[src/design/tile_sprite_pixel_renderer_defines.svh]
// Assertion macros used by the renderer controller.
`ifndef TILE_SPRITE_PIXEL_RENDERER_DEFINES_SVH
`define TILE_SPRITE_PIXEL_RENDERER_DEFINES_SVH

// Implication checked on every clock edge outside reset.
`define TSPR_ASSERT_IMP(lbl, clk, rstn, ante, cons, msg) \
  lbl: assert property (@(posedge clk) disable iff (!rstn) (ante) |-> (cons)) \
    else $error(msg);

// Next-cycle implication checked outside reset.
`define TSPR_ASSERT_NEXT(lbl, clk, rstn, ante, cons, msg) \
  lbl: assert property (@(posedge clk) disable iff (!rstn) (ante) |=> (cons)) \
    else $error(msg);

`endif

[src/design/tspr_pkg.sv]
// ----------------------------------------------------------------------------
// tspr_pkg
// Types and constants shared by the tile and sprite pixel renderer.
// ----------------------------------------------------------------------------
`timescale 1ns / 1ps
package tspr_pkg;

  // Input opcodes.
  typedef enum logic [1:0] {
    OP_VRAM_WR   = 2'd0,
    OP_SPRITE_WR = 2'd1,
    OP_PIXEL     = 2'd2,
    OP_NONE      = 2'd3
  } opcode_e;

  // Configuration register indexes.
  localparam logic [2:0] CFG_BG_ENABLE     = 3'd0;
  localparam logic [2:0] CFG_SPRITE_ENABLE = 3'd1;
  localparam logic [2:0] CFG_BG_MAP_HIGH   = 3'd2;
  localparam logic [2:0] CFG_TILE_UNSIGNED = 3'd3;
  localparam logic [2:0] CFG_TALL_SPRITES  = 3'd4;

  localparam logic [12:0] MAP_LOW_BASE  = 13'h1800;
  localparam logic [12:0] MAP_HIGH_BASE = 13'h1C00;
  localparam logic [12:0] SIGNED_BASE   = 13'h1000;

  // Controller states.
  typedef enum logic [2:0] {
    ST_IDLE,
    ST_SCAN,
    ST_MAP,
    ST_LO,
    ST_HI,
    ST_DONE
  } state_e;

  // Commands from controller to datapath.
  typedef struct packed {
    logic capture;     // latch pixel coordinates, clear scan
    logic scan_step;   // examine one sprite entry
    logic rd_map;      // read tile map byte
    logic rd_lo;       // read low plane byte
    logic rd_hi;       // read high plane byte
    logic emit;        // present result
  } cmd_t;

  // Status from datapath to controller.
  typedef struct packed {
    logic scan_last;   // current scan index is sprite 0
    logic hit;         // a covering sprite was found
  } status_t;

endpackage

[src/design/tspr_ctrl.sv]
// ----------------------------------------------------------------------------
// tspr_ctrl
// Sequencer for one pixel request: sprite scan, map and plane reads.
// ----------------------------------------------------------------------------
`timescale 1ns / 1ps
`include "tile_sprite_pixel_renderer_defines.svh"
module tspr_ctrl (
  input  logic              clk_i,
  input  logic              rst_ni,
  input  logic              go_i,
  input  logic              bg_en_i,
  input  logic              sprite_en_i,
  input  tspr_pkg::status_t status_i,
  output tspr_pkg::cmd_t    cmd_o,
  output logic              busy_o
);
  import tspr_pkg::*;

  state_e state_q, state_d;

  // State register.
  always_ff @(posedge clk_i or negedge rst_ni) begin
    if (!rst_ni) state_q <= ST_IDLE;
    else state_q <= state_d;
  end

  // Next state.
  always_comb begin
    state_d = state_q;
    unique case (state_q)
      ST_IDLE: if (go_i) state_d = sprite_en_i ? ST_SCAN : ST_MAP;
      ST_SCAN: begin
        if (status_i.hit || status_i.scan_last) state_d = ST_MAP;
      end
      ST_MAP: begin
        if ((sprite_en_i && status_i.hit) || !bg_en_i) state_d = ST_LO;
        else state_d = ST_LO;
      end
      ST_LO:   state_d = ST_HI;
      ST_HI:   state_d = ST_DONE;
      ST_DONE: state_d = ST_IDLE;
      default: state_d = ST_IDLE;
    endcase
  end

  // Outputs.
  always_comb begin
    cmd_o = '0;
    busy_o = 1'b1;
    unique case (state_q)
      ST_IDLE: begin
        busy_o = 1'b0;
        cmd_o.capture = go_i;
      end
      ST_SCAN: cmd_o.scan_step = 1'b1;
      ST_MAP:  cmd_o.rd_map = 1'b1;
      ST_LO:   cmd_o.rd_lo = 1'b1;
      ST_HI:   cmd_o.rd_hi = 1'b1;
      ST_DONE: cmd_o.emit = 1'b1;
      default: ;
    endcase
  end

  `TSPR_ASSERT_IMP(a_emit_once, clk_i, rst_ni, cmd_o.emit, busy_o, "emit while idle")
  `TSPR_ASSERT_NEXT(a_hi_after_lo, clk_i, rst_ni, cmd_o.rd_lo, cmd_o.rd_hi, "plane order")
  `TSPR_ASSERT_NEXT(a_done_after_hi, clk_i, rst_ni, cmd_o.rd_hi, cmd_o.emit, "no emit")

endmodule

[config.mk]
export PLATFORM = sky130hd
export DESIGN_NAME = tspr_ctrl
export DESIGN_NICKNAME = d
export VERILOG_FILES = /design/src/design/tspr_pkg.sv /design/src/design/tspr_ctrl.sv
export VERILOG_INCLUDE_DIRS = /design/src /design/src/design
export SDC_FILE = /design/constraint.sdc
export NUM_CORES = 1
export LEC_CHECK = 0
export BUFFER_PORTS_ARGS = -buffer_cell sky130_fd_sc_hd__buf_2
export CAP_MARGIN = 20
export CORE_AREA = 8 8 45 47
export CTS_CLUSTER_SIZE = 30
export DETAILED_ROUTE_END_ITERATION = 7
export DIE_AREA = 0 0 53 55
export HOLD_SLACK_MARGIN = 0.05
export SETUP_SLACK_MARGIN = 0.1
export SYNTH_ARGS = -nofsm -noshare
export SYNTH_HDL_FRONTEND = slang
export SYNTH_SLANG_ARGS = --single-unit
[constraint.sdc]
create_clock -name clk_i -period 1.3 [get_ports clk_i]
set_input_delay 0.195 -clock clk_i [delete_from_list [all_inputs] [get_ports clk_i]]
set_output_delay 0.195 -clock clk_i [all_outputs]
set_load 0.01 [all_outputs]
[Word level (Yosys, flattened, before mapping)]
Cells that the tools add are included.
Operators by class
  eq/ne operators: 7
  multiplexer cells: 11
  reduce and logical (&&, ||, !) cells: 3
Operators with widths (number)
  3-bit case mux with 5 select lines: 1
  1-bit two-way mux: 7
  3-bit by 2-bit == test with 1-bit output (second input constant): 2
  3-bit == test (second input constant): 2
  3-bit two-way mux: 2
  2-bit inequality test (second input constant): 2
  3-bit by 1-bit == test with 1-bit output (second input constant): 1
  3-bit logical NOT: 1
  2-bit two-way mux: 1
  2-bit AND reduction: 1
  1-bit logical OR: 1
Storage, ports and cells
  bits in registers: 3
  input port bits: 7
  output and inout port bits: 7
  word-level logic and storage cells: 22

[Longest topological paths before layout]
  word-level depth: 3
  gate-level depth with buffers: 4

[Least setup slack after synthesis]
No wires, ideal clock.
  path type: reg-to-output
  start: reg state_q[1]
  end: out cmd_o[5] (netlist name)
  arrival time: 1.114 ns
  required time: 1.105 ns
  setup slack: -0.009 ns
  cell stages (with the launch flop): 4
  buffers on the path: 1
  path through: dfrtp_1 -> clkbuf_1 -> or3_1 -> nor2_1
RTL lines
  from (decl): RTL line tspr_ctrl.sv:19  | state_e state_q, state_d;
  from (signal assigned): RTL line tspr_ctrl.sv:24  | else state_q <= state_d;
  to (decl): RTL line tspr_ctrl.sv:14  | output tspr_pkg::cmd_t cmd_o,

==> impl_metrics.csv <==
group,metric,value,unit
timing,setup_violations,2,
synthesis,synthesis.area_per_instance,7.86,um^2
synthesis,yosys.area_share.xor_xnor,0,%
worst_setup_path,cp-end-kind,"output pin",
die,initial_utilization,14.2,%
worst_setup_path,timing_worst_setup_path_type,"reg -> out",
drt,wl_met2,322,um
drt,wl_met3,47,um
timing,finalCriticalPeriod,1.38,ns
worst_setup_path,critical_path_arrival,1.18,ns
global_route,overflow,0,
synthesis,synth_compound_gate_area_share,14.6,%
cells_and_area,proportion_of_layout_cells_with_a_drive_suffix_above_1,65.9,%
timing,drv_slew,0,
placed_design,post-place-ws,0.0967,ns
pwr,internal-power,0.000527,W
pwr,comb_power_share,62.7,%
timing,fin_setup_tns,-0.117,ns
drt,wl,654,um
synthesis,netlist_instances,25,
cells_and_area,layout_top_registers,"state_q (3)",
timing,rsz0062_at_grt,"yes",
synthesis,synth_mux_area_share,0,%
min_path,min_path_type,"in -> async",
pwr,leakagePower,0.184,nW
synthesis,synth_top_family_by_area,"simple AND/OR/NAND/NOR gates",
drt,drtAntennaViolNets,0,
pwr,netSwitchingPower,0.000346,W
pwr,power.clock.fraction,18.2,%
placed_design,io_buffer_count,12,
global_route,antenna_violations_before_repair,0,
cells_and_area,top_register,"state_q",
timing,timing_worst_slew_pin_value,0.216,ns
placed_design,gp_routability_congestion,0.774,
clock_network,path_clk_slew,0.04,ns
synthesis,yosys.area_share.simple,38.9,%
pwr,post-layout-total-power,0.000873,W
global_route,grt_pass1_vias,258,
job,drv.max_cap_violation_count,0,
clock_network,tritoncts,"yes",
worst_setup_path,path_depth,3,
drt,drtPass1Iterations,2,
pwr,p_seq_share,19.1,%
worst_setup_path,critical_path.top_delay_family,"simple AND/OR/NAND/NOR gates",
clock_network,cts.sinks,3,
timing,timing.hold.ws,0.298,ns
synthesis,yosys_warnings,0,
synthesis,synth_fa_ha_area_share,0,%
drt,routedLengthMet1,284,um
drt,routed_wire_length_per_instance,10.9,um
worst_setup_path,path_buf_inv,1,
worst_setup_path,path_max_fanout,2,
die,floorplan.die_area,2920,um^2
synthesis,synth_sequential_area_ratio,38.2,%
drt,total_via_count_in_the_routed_design,244,
run_status,violations,"negative setup slack",
global_route,track_usage,5.03,%
synthesis,synth_cell_types,16,
placed_design,place_inst,53,
synthesis,mappedNetlistArea,196,um^2
run_status,status,"complete, but fails checks",
timing,slew-limit-headroom,85.4,%
timing,timing.final.crit_share,106,%
timing,timing.clock.skew,0.00231,ns
cells_and_area,largest_reg_flops,3,
cells_and_area,diodes,0,
cells_and_area,stdcell_count,60,
pwr,switching_share,39.7,%
cells_and_area,filler_cell_count,151,
global_route,grt_max_degree,10,
clock_network,ctsRootBufferMaster,"clkbuf_4",
drt,drc,0,
worst_setup_path,path_cells,"or3_4 -> nor2_4 -> buf_6",
worst_setup_path,cp_data_required_time,1.11,ns
die,area_of_the_placeable_core,1380,um^2
timing,final-hold-violation-count,0,
worst_setup_path,start_kind,"flop",
synthesis,synthesis.nets,32,
clock_network,clock_latency,0.23,ns
cells_and_area,final_net_count,52,
die,die_h,55,um
timing,setup_slack,-0.0765,ns
worst_setup_path,crit_start,"state_q[2]$_DFFE_PN0P_",
pwr,ir_drop,0.956,mV
die,fp.dieW,53,um
die,ioPinCount,14,
worst_setup_path,reg2regPathDepth,3,
synthesis,yosys_register_bits,3,
drt,top_layer_used,"met3",
timing,max_clock_freq,726,MHz
worst_setup_path,r2r_start,"state_q[1]$_DFFE_PN0P_",
clock_network,clockBufferDepth,2,
drt,drtIter0Drc,7,
die,core.rowCount,14,
cells_and_area,area_grow_syn2layout,97.5,%
global_route,global_route_wire_length_before_repair,1040,um
worst_setup_path,cpPeakStageDelay,0.40,ns
worst_setup_path,worst_path_max_delay_cell,"or3_4",
drt,vias_per_cell,4.07,
clock_network,h-tree-depth,1,
pwr,power_per_cell_area,2250,nW/um^2
clock_network,numCtsBuffers,3,
-- Yosys cell counts --
library cell / number / area (um^2)
clkbuf_1: 1 / 3.75
or2_1: 1 / 6.26
nor4b_1: 1 / 8.76
a21oi_1: 3 / 15.0
buf_2: 1 / 5.00
dfrtp_1: 3 / 75.1
nor2_1: 3 / 11.3
inv_1: 1 / 3.75
o32ai_1: 1 / 8.76
nor3_1: 1 / 5.00
nor3b_1: 3 / 22.5
or3_1: 2 / 12.5
o21ai_0: 1 / 5.00
nand2_1: 1 / 3.75
inv_2: 1 / 3.75
nor2b_1: 1 / 6.26
-- layout by cell type, fill, tap and decap left out, types with 2 or more instances in the layout --
| cell type | instances |
|---|---|
| clkbuf_4 | 3 |
| dfrtp_1 | 2 |
| nor2_1 | 2 |
| a21oi_1 | 2 |
| nor3b_2 | 3 |
| buf_2 | 11 |
| buf_4 | 3 |
| buf_6 | 2 |
-- cell type report --
type	count	area, um^2	share of cell area [%]
Sequential cell	3	76.3	19.7
Inverter	2	7.51	1.94
Clock buffer	4	26.3	6.77
Timing Repair Buffer	17	110	28.4
Multi-Input combinational cell	18	148	38.1
Tap cell	16	20.0	5.16
-- kinds of logic (layout without fill, tap and decap cells) --
| logic type | Yosys count | after routing |
|---|---|---|
| buffers and inverters | 4 | 23 |
| AOI/OAI and AO/OA | 5 | 5 |
| DFF | 3 | 3 |
| and+or+nand+nor | 13 | 13 |
-- final timing paths --
check | end | slack [ns]
setup / recovery | cmd_o[5] | -0.08
hold / removal | state_q[1]$_DFFE_PN0P_ | 0.30
setup reg to reg | state_q[1]$_DFFE_PN0P_ | 0.16
hold reg to reg | state_q[1]$_DFFE_PN0P_ | 0.60
max in group asynchronous | state_q[0]$_DFFE_PN0P_ | 0.88
min in group clk_i | state_q[0]$_DFFE_PN0P_ | 0.34
-- power groups by stage --
stage | clock network (W) | logic, W | registers, W
finish | 0.000159 | 0.000548 | 0.000166
global route | 0.000179 | 0.000604 | 0.000173
floorplan | 0 | 0.000280 | 0.000161
detailed placement | 0 | 0.000414 | 0.000179
global placement | 0 | 0.000408 | 0.000176
CTS | 0.000166 | 0.000526 | 0.000166
-- per-stage QoR --
step | area, um^2 | util (%)
2_1_floorplan | 210 | -
3_3_place_gp | 295 | 21.3
3_5_place_dp | 295 | 21.3
4_1_cts | 373 | 26.9
5_1_grt | 388 | 28.0
6_report | 388 | 28.0
-- per-layer routing --
layer	global-route usage [%]	vias to the layer above
met5	0	-
li1	-	125
met1	5.47	109
met2	6.84	10
met4	5.17	0
met3	2.41	0
-- what timing repair did --
item,4_1_cts,5_1_grt
pin swaps,1,0
endpoints found under the setup margin,7,9
setup buffers,2,0
hold endpoints to repair,3,0
gates resized for setup,6,3
hold buffers,1,0
Note: power is estimated with default switching activity, not from simulation.
